## src/rtl/rlw_pkg.sv

```systemverilog
// Shared types and constants for the referee link watchdog.
`default_nettype none
package rlw_pkg;

  localparam logic [1:0] CMD_TICK    = 2'd0;
  localparam logic [1:0] CMD_FRAME   = 2'd1;
  localparam logic [1:0] CMD_CONSUME = 2'd2;
  localparam logic [1:0] CMD_DISCARD = 2'd3;

  localparam logic [1:0] PH_OFFLINE = 2'd0;
  localparam logic [1:0] PH_WARMUP  = 2'd1;
  localparam logic [1:0] PH_ARMED   = 2'd2;

  localparam logic [1:0] CFG_OFFLINE_TIMEOUT = 2'd0;
  localparam logic [1:0] CFG_WARMUP_FRAMES   = 2'd1;
  localparam logic [1:0] CFG_WARMUP_TIME     = 2'd2;

  localparam logic [15:0] OFFLINE_TIMEOUT_RST = 16'd1000;
  localparam logic [7:0]  WARMUP_FRAMES_RST   = 8'd3;
  localparam logic [15:0] WARMUP_TIME_RST     = 16'd500;
  localparam logic [7:0]  COUNT_MAX           = 8'hFF;

  typedef struct packed {
    logic [1:0]  cmd;
    logic [31:0] now_ms;
    logic [63:0] frame_low;
    logic [39:0] frame_high;
  } in_word_t;

  typedef struct packed {
    logic [1:0]  link_status;
    logic        fresh;
    logic        hit_event;
    logic [3:0]  team_color;
    logic [3:0]  match_stage;
    logic [15:0] hit_points;
    logic [15:0] power_limit;
    logic [15:0] power_buffer;
    logic [15:0] barrel_heat;
    logic [7:0]  launch_rate;
    logic [15:0] speed_centi;
    logic [7:0]  hurt_info;
  } out_word_t;

endpackage
`default_nettype wire

```

## src/rtl/referee_link_watchdog.sv

```systemverilog
// Top level of the referee link watchdog: input register, update core, result register.
//
// Usage:
//   Input channel in_valid/in_stall/in_data carries one command word (tick,
//   frame, consume, discard) with the current millisecond time and, for a
//   frame, the 13 status bytes. Every accepted word yields exactly one result
//   word on out_valid/out_stall/out_data: link phase, fresh flag, hit pulse
//   and the fields of the last decoded frame.
//   Configuration writes arrive on cfg_valid/cfg_ready with cfg_index and
//   cfg_data; cfg_ready is always high and an index above two is ignored.
//   A word accepted into the input register passes through the update core
//   into the result register, which drives out_data.
//   Throughput: one word per cycle while out_stall is low, set by the single
//   update step between the input register and the result register.
//   Reset (rst_n low at a clock edge) empties both registers, restores the
//   register defaults and puts the link offline with a zero frame.
//   While out_stall holds a result, the input register keeps its word and
//   in_stall rises once it is full; no word is lost or repeated.
`default_nettype none
module referee_link_watchdog (
  input  wire logic           clk,
  input  wire logic           rst_n,
  input  wire logic           in_valid,
  output wire logic           in_stall,
  input  rlw_pkg::in_word_t   in_data,
  output wire logic           out_valid,
  input  wire logic           out_stall,
  output rlw_pkg::out_word_t  out_data,
  input  wire logic           cfg_valid,
  output wire logic           cfg_ready,
  input  wire logic [1:0]     cfg_index,
  input  wire logic [15:0]    cfg_data
);
  import rlw_pkg::*;

  logic      in_vld_r;
  in_word_t  in_word_r;
  logic      out_vld_r;
  out_word_t out_word_r;
  out_word_t core_word;
  logic      advance;

  assign advance   = !out_vld_r || !out_stall;
  assign in_stall  = in_vld_r && !advance;
  assign out_valid = out_vld_r;
  assign out_data  = out_word_r;
  assign cfg_ready = 1'b1;

  rlw_core u_core (
    .clk       (clk),
    .rst_n     (rst_n),
    .cfg_we    (cfg_valid),
    .cfg_index (cfg_index),
    .cfg_data  (cfg_data),
    .step      (in_vld_r && advance),
    .word_in   (in_word_r),
    .word_out  (core_word)
  );

  always_ff @(posedge clk) begin
    if (!rst_n) begin
      in_vld_r  <= 1'b0;
      out_vld_r <= 1'b0;
    end else begin
      if (!in_stall) begin
        in_vld_r <= in_valid;
      end
      if (advance) begin
        out_vld_r <= in_vld_r;
      end
    end
  end

  always_ff @(posedge clk) begin
    if (in_valid && !in_stall) begin
      in_word_r <= in_data;
    end
    if (advance && in_vld_r) begin
      out_word_r <= core_word;
    end
  end

endmodule
`default_nettype wire

```

## src/rtl/rlw_core.sv

```systemverilog
// Link state, configuration registers and the per-word update logic.
`default_nettype none
module rlw_core (
  input  wire logic             clk,
  input  wire logic             rst_n,
  input  wire logic             cfg_we,
  input  wire logic [1:0]       cfg_index,
  input  wire logic [15:0]      cfg_data,
  input  wire logic             step,
  input  rlw_pkg::in_word_t     word_in,
  output rlw_pkg::out_word_t    word_out
);
  import rlw_pkg::*;

  logic [15:0] timeout_r;
  logic [7:0]  wframes_r;
  logic [15:0] wtime_r;

  logic [1:0]  phase_r,      phase_nxt;
  logic [31:0] last_r,       last_nxt;
  logic [31:0] start_r,      start_nxt;
  logic [7:0]  count_r,      count_nxt;
  logic        online_r,     online_nxt;
  logic        fresh_r,      fresh_nxt;
  logic        pulse_r,      pulse_nxt;
  logic [15:0] base_r,       base_nxt;
  logic [63:0] flo_r,        flo_nxt;
  logic [39:0] fhi_r,        fhi_nxt;
  logic        hit_out;

  logic [31:0] since_last;
  logic [31:0] since_start;
  logic [7:0]  count_inc;
  logic [15:0] hp_new;
  logic [3:0]  reason_new;
  logic        timed_out;

  assign since_last  = word_in.now_ms - last_r;
  assign since_start = word_in.now_ms - start_r;
  assign count_inc   = (count_r < COUNT_MAX) ? count_r + 8'd1 : count_r;
  assign hp_new      = word_in.frame_low[23:8];
  assign reason_new  = word_in.frame_high[39:36];
  assign timed_out   = online_r && (last_r != 32'd0) && (since_last > {16'd0, timeout_r});

  always_comb begin
    phase_nxt  = phase_r;
    last_nxt   = last_r;
    start_nxt  = start_r;
    count_nxt  = count_r;
    online_nxt = online_r;
    fresh_nxt  = fresh_r;
    pulse_nxt  = pulse_r;
    base_nxt   = base_r;
    flo_nxt    = flo_r;
    fhi_nxt    = fhi_r;
    hit_out    = pulse_r;
    unique case (word_in.cmd)
      CMD_TICK: begin
        fresh_nxt = 1'b0;
        if (timed_out) begin
          phase_nxt  = PH_OFFLINE;
          last_nxt   = 32'd0;
          start_nxt  = 32'd0;
          count_nxt  = 8'd0;
          online_nxt = 1'b0;
          pulse_nxt  = 1'b0;
          base_nxt   = flo_r[23:8];
        end
        hit_out = pulse_nxt;
      end
      CMD_FRAME: begin
        flo_nxt    = word_in.frame_low;
        fhi_nxt    = word_in.frame_high;
        last_nxt   = word_in.now_ms;
        online_nxt = 1'b1;
        fresh_nxt  = 1'b1;
        pulse_nxt  = 1'b0;
        base_nxt   = hp_new;
        priority case (phase_r)
          PH_OFFLINE: begin
            phase_nxt = PH_WARMUP;
            start_nxt = word_in.now_ms;
            count_nxt = 8'd1;
          end
          PH_WARMUP: begin
            count_nxt = count_inc;
            if (count_inc >= wframes_r && since_start >= {16'd0, wtime_r}) begin
              phase_nxt = PH_ARMED;
            end
          end
          default: begin
            pulse_nxt = (hp_new < base_r) && (reason_new == 4'd0);
          end
        endcase
        hit_out = pulse_nxt;
      end
      CMD_CONSUME: begin
        hit_out   = pulse_r;
        pulse_nxt = 1'b0;
      end
      CMD_DISCARD: begin
        hit_out   = 1'b0;
        pulse_nxt = 1'b0;
      end
      default: begin
        hit_out = pulse_r;
      end
    endcase
  end

  always_comb begin
    word_out.link_status  = phase_nxt;
    word_out.fresh        = fresh_nxt;
    word_out.hit_event    = hit_out;
    word_out.team_color   = flo_nxt[7:4];
    word_out.match_stage  = flo_nxt[3:0];
    word_out.hit_points   = flo_nxt[23:8];
    word_out.power_limit  = flo_nxt[39:24];
    word_out.power_buffer = flo_nxt[55:40];
    word_out.barrel_heat  = {fhi_nxt[7:0], flo_nxt[63:56]};
    word_out.launch_rate  = fhi_nxt[15:8];
    word_out.speed_centi  = fhi_nxt[31:16];
    word_out.hurt_info    = fhi_nxt[39:32];
  end

  always_ff @(posedge clk) begin
    if (!rst_n) begin
      timeout_r <= OFFLINE_TIMEOUT_RST;
      wframes_r <= WARMUP_FRAMES_RST;
      wtime_r   <= WARMUP_TIME_RST;
    end else if (cfg_we) begin
      unique case (cfg_index)
        CFG_OFFLINE_TIMEOUT: timeout_r <= cfg_data;
        CFG_WARMUP_FRAMES:   wframes_r <= cfg_data[7:0];
        CFG_WARMUP_TIME:     wtime_r   <= cfg_data;
        default: begin
        end
      endcase
    end
  end

  always_ff @(posedge clk) begin
    if (!rst_n) begin
      phase_r  <= PH_OFFLINE;
      last_r   <= 32'd0;
      start_r  <= 32'd0;
      count_r  <= 8'd0;
      online_r <= 1'b0;
      fresh_r  <= 1'b0;
      pulse_r  <= 1'b0;
      base_r   <= 16'd0;
      flo_r    <= 64'd0;
      fhi_r    <= 40'd0;
    end else if (step) begin
      phase_r  <= phase_nxt;
      last_r   <= last_nxt;
      start_r  <= start_nxt;
      count_r  <= count_nxt;
      online_r <= online_nxt;
      fresh_r  <= fresh_nxt;
      pulse_r  <= pulse_nxt;
      base_r   <= base_nxt;
      flo_r    <= flo_nxt;
      fhi_r    <= fhi_nxt;
    end
  end

endmodule
`default_nettype wire

```

## config.mk

```make
export PLATFORM = sky130hd
export DESIGN_NAME = referee_link_watchdog
export DESIGN_NICKNAME = d
export VERILOG_FILES = /design/src/rtl/rlw_pkg.sv /design/src/rtl/referee_link_watchdog.sv /design/src/rtl/rlw_core.sv
export SDC_FILE = /design/constraint.sdc
export NUM_CORES = 1
export LEC_CHECK = 0
export ABC_AREA = 1
export BUFFER_PORTS_ARGS = -buffer_cell sky130_fd_sc_hd__buf_4
export CORE_MARGIN = 8
export CORE_UTILIZATION = 35
export CTS_BUF_LIST = sky130_fd_sc_hd__clkbuf_8
export CTS_CLUSTER_DIAMETER = 50
export DETAILED_ROUTE_END_ITERATION = 7
export GPL_TIMING_DRIVEN = 1
export REMOVE_ABC_BUFFERS = 1
export SETUP_SLACK_MARGIN = 0.05
export SYNTH_ARGS = -nofsm -noshare
export SYNTH_HDL_FRONTEND = slang
export SYNTH_SLANG_ARGS = --single-unit
```

## constraint.sdc

```tcl
create_clock -name clk -period 4.73 [get_ports clk]
set_input_delay 0.2365 -clock clk [delete_from_list [all_inputs] [get_ports clk]]
set_output_delay 0.2365 -clock clk [all_outputs]
set_load 0.05 [all_outputs]
```

---- After elaboration in Yosys (flattened, before gate mapping) ----
Index checks and enable logic that the tools add are counted.
storage, ports and cells
  register bits after elaboration ......... 485
  latch bits .............................. 0
  memory bits (writable) .................. 0
  memory bits (read-only) ................. 0
  input bits .............................. 161
  output and inout port bits .............. 111
  logic and storage cells ................. 97
  memories kept ........................... 0
operators by class
  add/sub/neg operators ................... 3
  $mul .................................... 0
  divide/modulo/power cells ............... 0
  magnitude comparators ................... 5
  eq/ne operators ......................... 9
  shift-type cells ........................ 0
  mux-type cells .......................... 23
  bitwise operators ....................... 0
  reduce and logical (&&, ||, !) cells .... 26
operator list
  operator               count
  $pmux W32 S2           2
  $mux W32               2
  $mux W64               1
  $sub A32 B32 Y32       2
  $mux W40               1
  $ge A32 B16 Y1         1
  $gt A32 B16 Y1         1
  $pmux W16 S2           1
  $pmux W8 S2            2
  $reduce_bool A32 Y1    1
  $lt A16 B16 Y1         1
  $mux W16               1
  $mux W8                2
  $add A8 B1 Y8 const B  1
  $ge A8 B8 Y1           1
  $lt A8 B8 Y1 const B   1
  $pmux W2 S2            2
  $reduce_and A4 Y1      2
  $logic_and A1 B1 Y1    7
  $eq A2 B1 Y1 const B   3
  $eq A2 B2 Y1 const B   3
  $logic_not A2 Y1       3
  $reduce_and A2 Y1      3
  $logic_not A1 Y1       4
  other kinds (13)       18

---- Longest topological paths before layout ----
  depth in word-level cells ............... 7
  depth in mapped cells ................... 31
  gate-level depth less buffers ........... 30

---- Hierarchy ----
Synthesis repeated with hierarchy kept, for this count alone.
unflattened totals
  cell total of the unflattened synthesis .. 2,887
  area, all modules ....................... 23,831.6 um^2
by module, submodules not included
  module                 instances  cells an instance  area each (um^2)  seq. area each (um^2)
  rlw_core               1          2,626              16,338.2          4,744.6
  referee_link_watchdog  1          261                7,493.4           7,427.1

---- Worst setup path before layout ----
Ideal clock, no wire load.
  path kind ............................... flip-flop to flip-flop
  from .................................... reg out_vld_r (netlist: out_valid)
  to ...................................... reg out_word_r (netlist bit out_data[0]), enable pin
  library setup time ...................... 0.514 ns
  arrival ................................. 4.019 ns
  data required time ...................... 4.216 ns
  slack ................................... 0.196 ns
  cell stages (with the launch flop) ...... 5
  buffers on the path ..................... 1
  period minus slack after synthesis ...... 4.534 ns
  cells stage by stage .................... dfxtp_1 > nand2_1 > inv_1 > nor2_1 > clkbuf_1
between the ends
  cells in the longest elaborated chain, start to end .. 3
ends and longest elaborated chain
  item                    RTL line                     source
  start, declared         referee_link_watchdog.sv:38  logic out_vld_r;
  start signal, assigned  referee_link_watchdog.sv:69  out_vld_r <= in_vld_r;
  $logic_not A1 Y1        referee_link_watchdog.sv:43  assign advance = !out_vld_r || !out_stall;
  $logic_or A1 B1 Y1      referee_link_watchdog.sv:43
  $logic_and A1 B1 Y1     n/a
  via u_core.step         rlw_core.sv:9                input wire logic step,
  end signal, assigned    referee_link_watchdog.sv:79  out_word_r <= core_word;
  end, declared           referee_link_watchdog.sv:39  out_word_t out_word_r;
The timed path passes the listed nets, and every way through them passes these cells.
A chain may end at the register's enable or synchronous reset.

---- Final worst setup path ----
  from .................................... reg in_word_r[104] (netlist bit)
  to ...................................... reg u_core.last_r[1]
between the ends
  cells in the longest elaborated chain, start to end .. 5
ends and longest elaborated chain
  item                         RTL line                     source
  start, declared              referee_link_watchdog.sv:37  in_word_t in_word_r;
  start signal, assigned       referee_link_watchdog.sv:76  in_word_r <= in_data;
  $sub A32 B32 Y32             rlw_core.sv:38               assign since_last = word_in.now_ms - last_r;
  $gt A32 B16 Y1               rlw_core.sv:43               assign timed_out = online_r && (last_r != 32'd0) && (since_last > {16'd0, timeout_r});
  $logic_and A1 B1 Y1          rlw_core.sv:43
  $ne A2 B1 Y1 (no line)       n/a
  $reduce_and A3 Y1 (no line)  n/a
  end signal, assigned         rlw_core.sv:156              last_r <= last_nxt;
  end, declared                rlw_core.sv:20               logic [31:0] last_r, last_nxt;
No other way between the ends.

==> reports/metrics.csv <==
metric,value,unit
highest_clock_rate,238,MHz
via_count,19700,
routabilityCongestion,0.930,
cts.root.buffer_cell,clkbuf_8,
critPathArrivalTime,4690,ps
overflow_left_after_global_routing,0,
yosys-top-cells-area,"edfxtp_1 (32%), dfxtp_1 (20%), nand2_1 (11%)",
ys.warnings.count,0,
path_clk_slew,60,ps
cp_common_cell,nand2_1,
design_power_total,0.0101,W
instance_area_after_placement,26300,sq um
finalClockSkew,32.3,ps
synth-edff-count,246,
dr.pass1.iters,8,
min_period_over_period,88.7,%
clock_power_share,36.8,%
peakVddDrop,0.000247,V
crit_path_top_delay_cell,fa_1,
yosysUniqueCellTypes,41,
die_area,75300,sq um
synth.avg_cell_area,8.37,sq um
drc_errors,4,
syn2layout_area_growth,27.3,%
synth_top_area_share,31.6,%
power_frac_seq,46.9,%
floorplan.die.width,274,um
initial_core_util,35.4,%
timing.hold.ws,99.8,ps
cellInternalPower,0.00723,W
timing.critical_path.to_type,flip-flop,
setup_repair_after_global_routing_missed_its_margin,no,
skew_pair_late_insertion_delay,660,ps
power_frac_comb,16.2,%
floorplan.die.height,274,um
final_max_slew_viol_count,0,
fraction_of_layout_cells_with_a_size_suffix_above_1,12.8,%
synth-seq-cells,485,
cellPowerDensity,340,nW/um^2
first_pass_grt_wire_length,103000,um
required,5220,ps
routed_wirelength,66900,um
synth.most_common_cell,nand2_1,
port_buffers,270,
synthArstFlopShare,0,%
placement_rows,94,
fin_crit,4190,ps
hold_path_class,in -> reg,
final_net_count,3526,
numCtsBuffers,85,
antenna_left,0,
synth_area,23400,sq um
final_area,29700,sq um
ys_top_cells_by_count,"nand2_1 (692), inv_1 (413), a21oi_1 (275), o21ai_0 (258), edfxtp_1 (246)",
layoutNonFillerInstCount,4186,
cts.sink_count,485,
place.detailed.hpwl,46400,um
run_status,finished with violations,
clockBufferDepth,3,
crit-reg2reg-launch,in_word_r[104],
timing_worst_slew_pin_value,1110,ps
violations_in_the_final_reports,design-rule violations,
timing.critical_path.to,u_core.last_r[1],
timing.critical_path.fanout_max,29,
detailedRoute.firstIterationViolations,1124,
route.detailed.vias_per_inst,4.70,
ff2ff_setup_slack,540,ps
placement.setup.worst_slack,372,ps
power.leakage,12.8,nW
dpl.cell_count,3849,
fp.coreArea,66000,sq um
power.switching,0.00289,W
finalSetupViolations,0,
setup_ws,536,ps
switching_share,28.5,%
worstSetupPathType,reg -> reg,
reg2regPathDepth,30,
tritoncts_clock_tree,done,
cpPeakStageDelay,440,ps
timing.max_slew.rel_slack,25.9,%
grt_antenna_before_repair,7,
hold_violations,0,
regToRegEndpoint,u_core.last_r[1],
synth_cells,2793,
startpoint,in_word_r[104],
drv_cap,0,
via_count_of_the_first_global_routing_pass,19200,
synth_ff_type,edfxtp_1,
synthDominantAreaCellType,edfxtp_1,
count_of_boundary_i_o_pins,272,
fraction_of_the_yosys_area_taken_by_sequential_cells,52.1,%
overall_fraction_of_global_route_tracks_in_use,17.2,%
grt_max_degree,121,
wl_per_cell,16.0,um
setup.worst_path.start_class,flip-flop,
htree_num_levels,3,
[worst min path at each step]
stage                start                  end  slack, ps  cells past startpoint
6_report             rst_n   u_core.start_r[17]        100                      3
2_1_floorplan        rst_n  u_core.wframes_r[0]        320                      1
3_5_place_dp   in_data[26]        in_word_r[26]        420                      1
4_1_cts              rst_n   u_core.start_r[17]         50                      3
5_1_grt              rst_n   u_core.start_r[28]        100                      3
3_3_place_gp   in_data[83]        in_word_r[83]        410                      1
[metal layers]
metal  vias up  share of wire (%)  GRT usage, %
met1      9032                 45          21.7
met3        98                5.9          3.89
met5         -              0.019             0
li1      10100                  -             -
met2       443                 47          29.1
met4         2                2.2          5.58
[cell families (layout without fill, tap and decap cells)]
| family | after synthesis | in the layout | synth area share (%) |
|---|---|---|---|
| multiplexers | 1 | 1 | 0.0482 |
| adder cells (fa/ha/maj) | 120 | 120 | 6.49 |
| AND/OR/NAND/NOR | 1046 | 1047 | 18.3 |
| flip-flops | 485 | 485 | 52.1 |
| buffers and inverters | 520 | 1043 | 8.61 |
| AO/OA/AOI/OAI | 582 | 582 | 13.0 |
| XOR/XNOR | 38 | 38 | 1.42 |
| other | 1 | 6 | 0.0161 |
[flip-flops by register name (all words and copies together) (netlist names), 2 cells and up]
signal	flops
in_word_r	138
out_data	108
u_core.flo_r	64
u_core.fhi_r	40
u_core.last_r	32
u_core.start_r	32
u_core.base_r	16
u_core.timeout_r	16
u_core.wtime_r	16
u_core.count_r	8
u_core.wframes_r	8
u_core.phase_r	2
[what timing repair did]
| item | 4_1_cts | 5_1_grt |
|---|---|---|
| setup endpoints to repair | 0 | 74 |
| hold buffers | 171 | 0 |
| buffers inserted | 0 | 0 |
| gates resized for setup | 0 | 3 |
| hold endpoints to repair | 180 | 0 |
[stage by stage]
stage / util (%) / setup TNS (ps)
5_1_grt: 45.1 / 0
4_1_cts: 45.0 / 0
6_report: 45.1 / 0
2_1_floorplan: - / -1981540
3_5_place_dp: 39.8 / 0
3_3_place_gp: 39.8 / 0
[final cells by class]
class                   count  area (sq um)
diodes                      5          12.5
multi-input cells        1789          9240
fillers                  6410         36200
flip-flops and latches    485         12200
well taps                 864          1080
repair buffers            466          3990
clock buffers              95          1310
inverters                 418          1570
clock inverters            64           360
[critical path, delay by kind of cell (launching register included)]
family / cells / cell delay (ps)
XOR/XNOR: 1 / 140
flip-flops: 1 / 360
AND/OR/NAND/NOR: 22 / 2000
AO/OA/AOI/OAI: 1 / 190
adder cells (fa/ha/maj): 3 / 870
buffers and inverters: 3 / 490
[layout by cell type (no fill, tap or decap), types with 95 or more instances in the layout]
cell type / Yosys / layout
a21oi_1: 275 / 275
buf_4: 1 / 290
clkbuf_8: 0 / 95
dfxtp_1: 239 / 239
dlygate4sd3_1: 0 / 171
edfxtp_1: 246 / 246
ha_1: 118 / 118
inv_1: 413 / 456
nand2_1: 692 / 691
nand3_1: 95 / 95
nor2_1: 175 / 173
o21ai_0: 258 / 258
[power by group through the flow]
| stage | combinational (W) | clock [W] | sequential [W] |
|---|---|---|---|
| after floorplan | 0.000835 | 0 | 0.00499 |
| after global placement | 0.00151 | 0 | 0.00483 |
| after detailed placement | 0.00152 | 0 | 0.00483 |
| after CTS | 0.00164 | 0.00387 | 0.00475 |
| after global routing | 0.00183 | 0.00404 | 0.00477 |
| final | 0.00164 | 0.00373 | 0.00475 |
No activity file was read; power rests on OpenSTA's default activity.
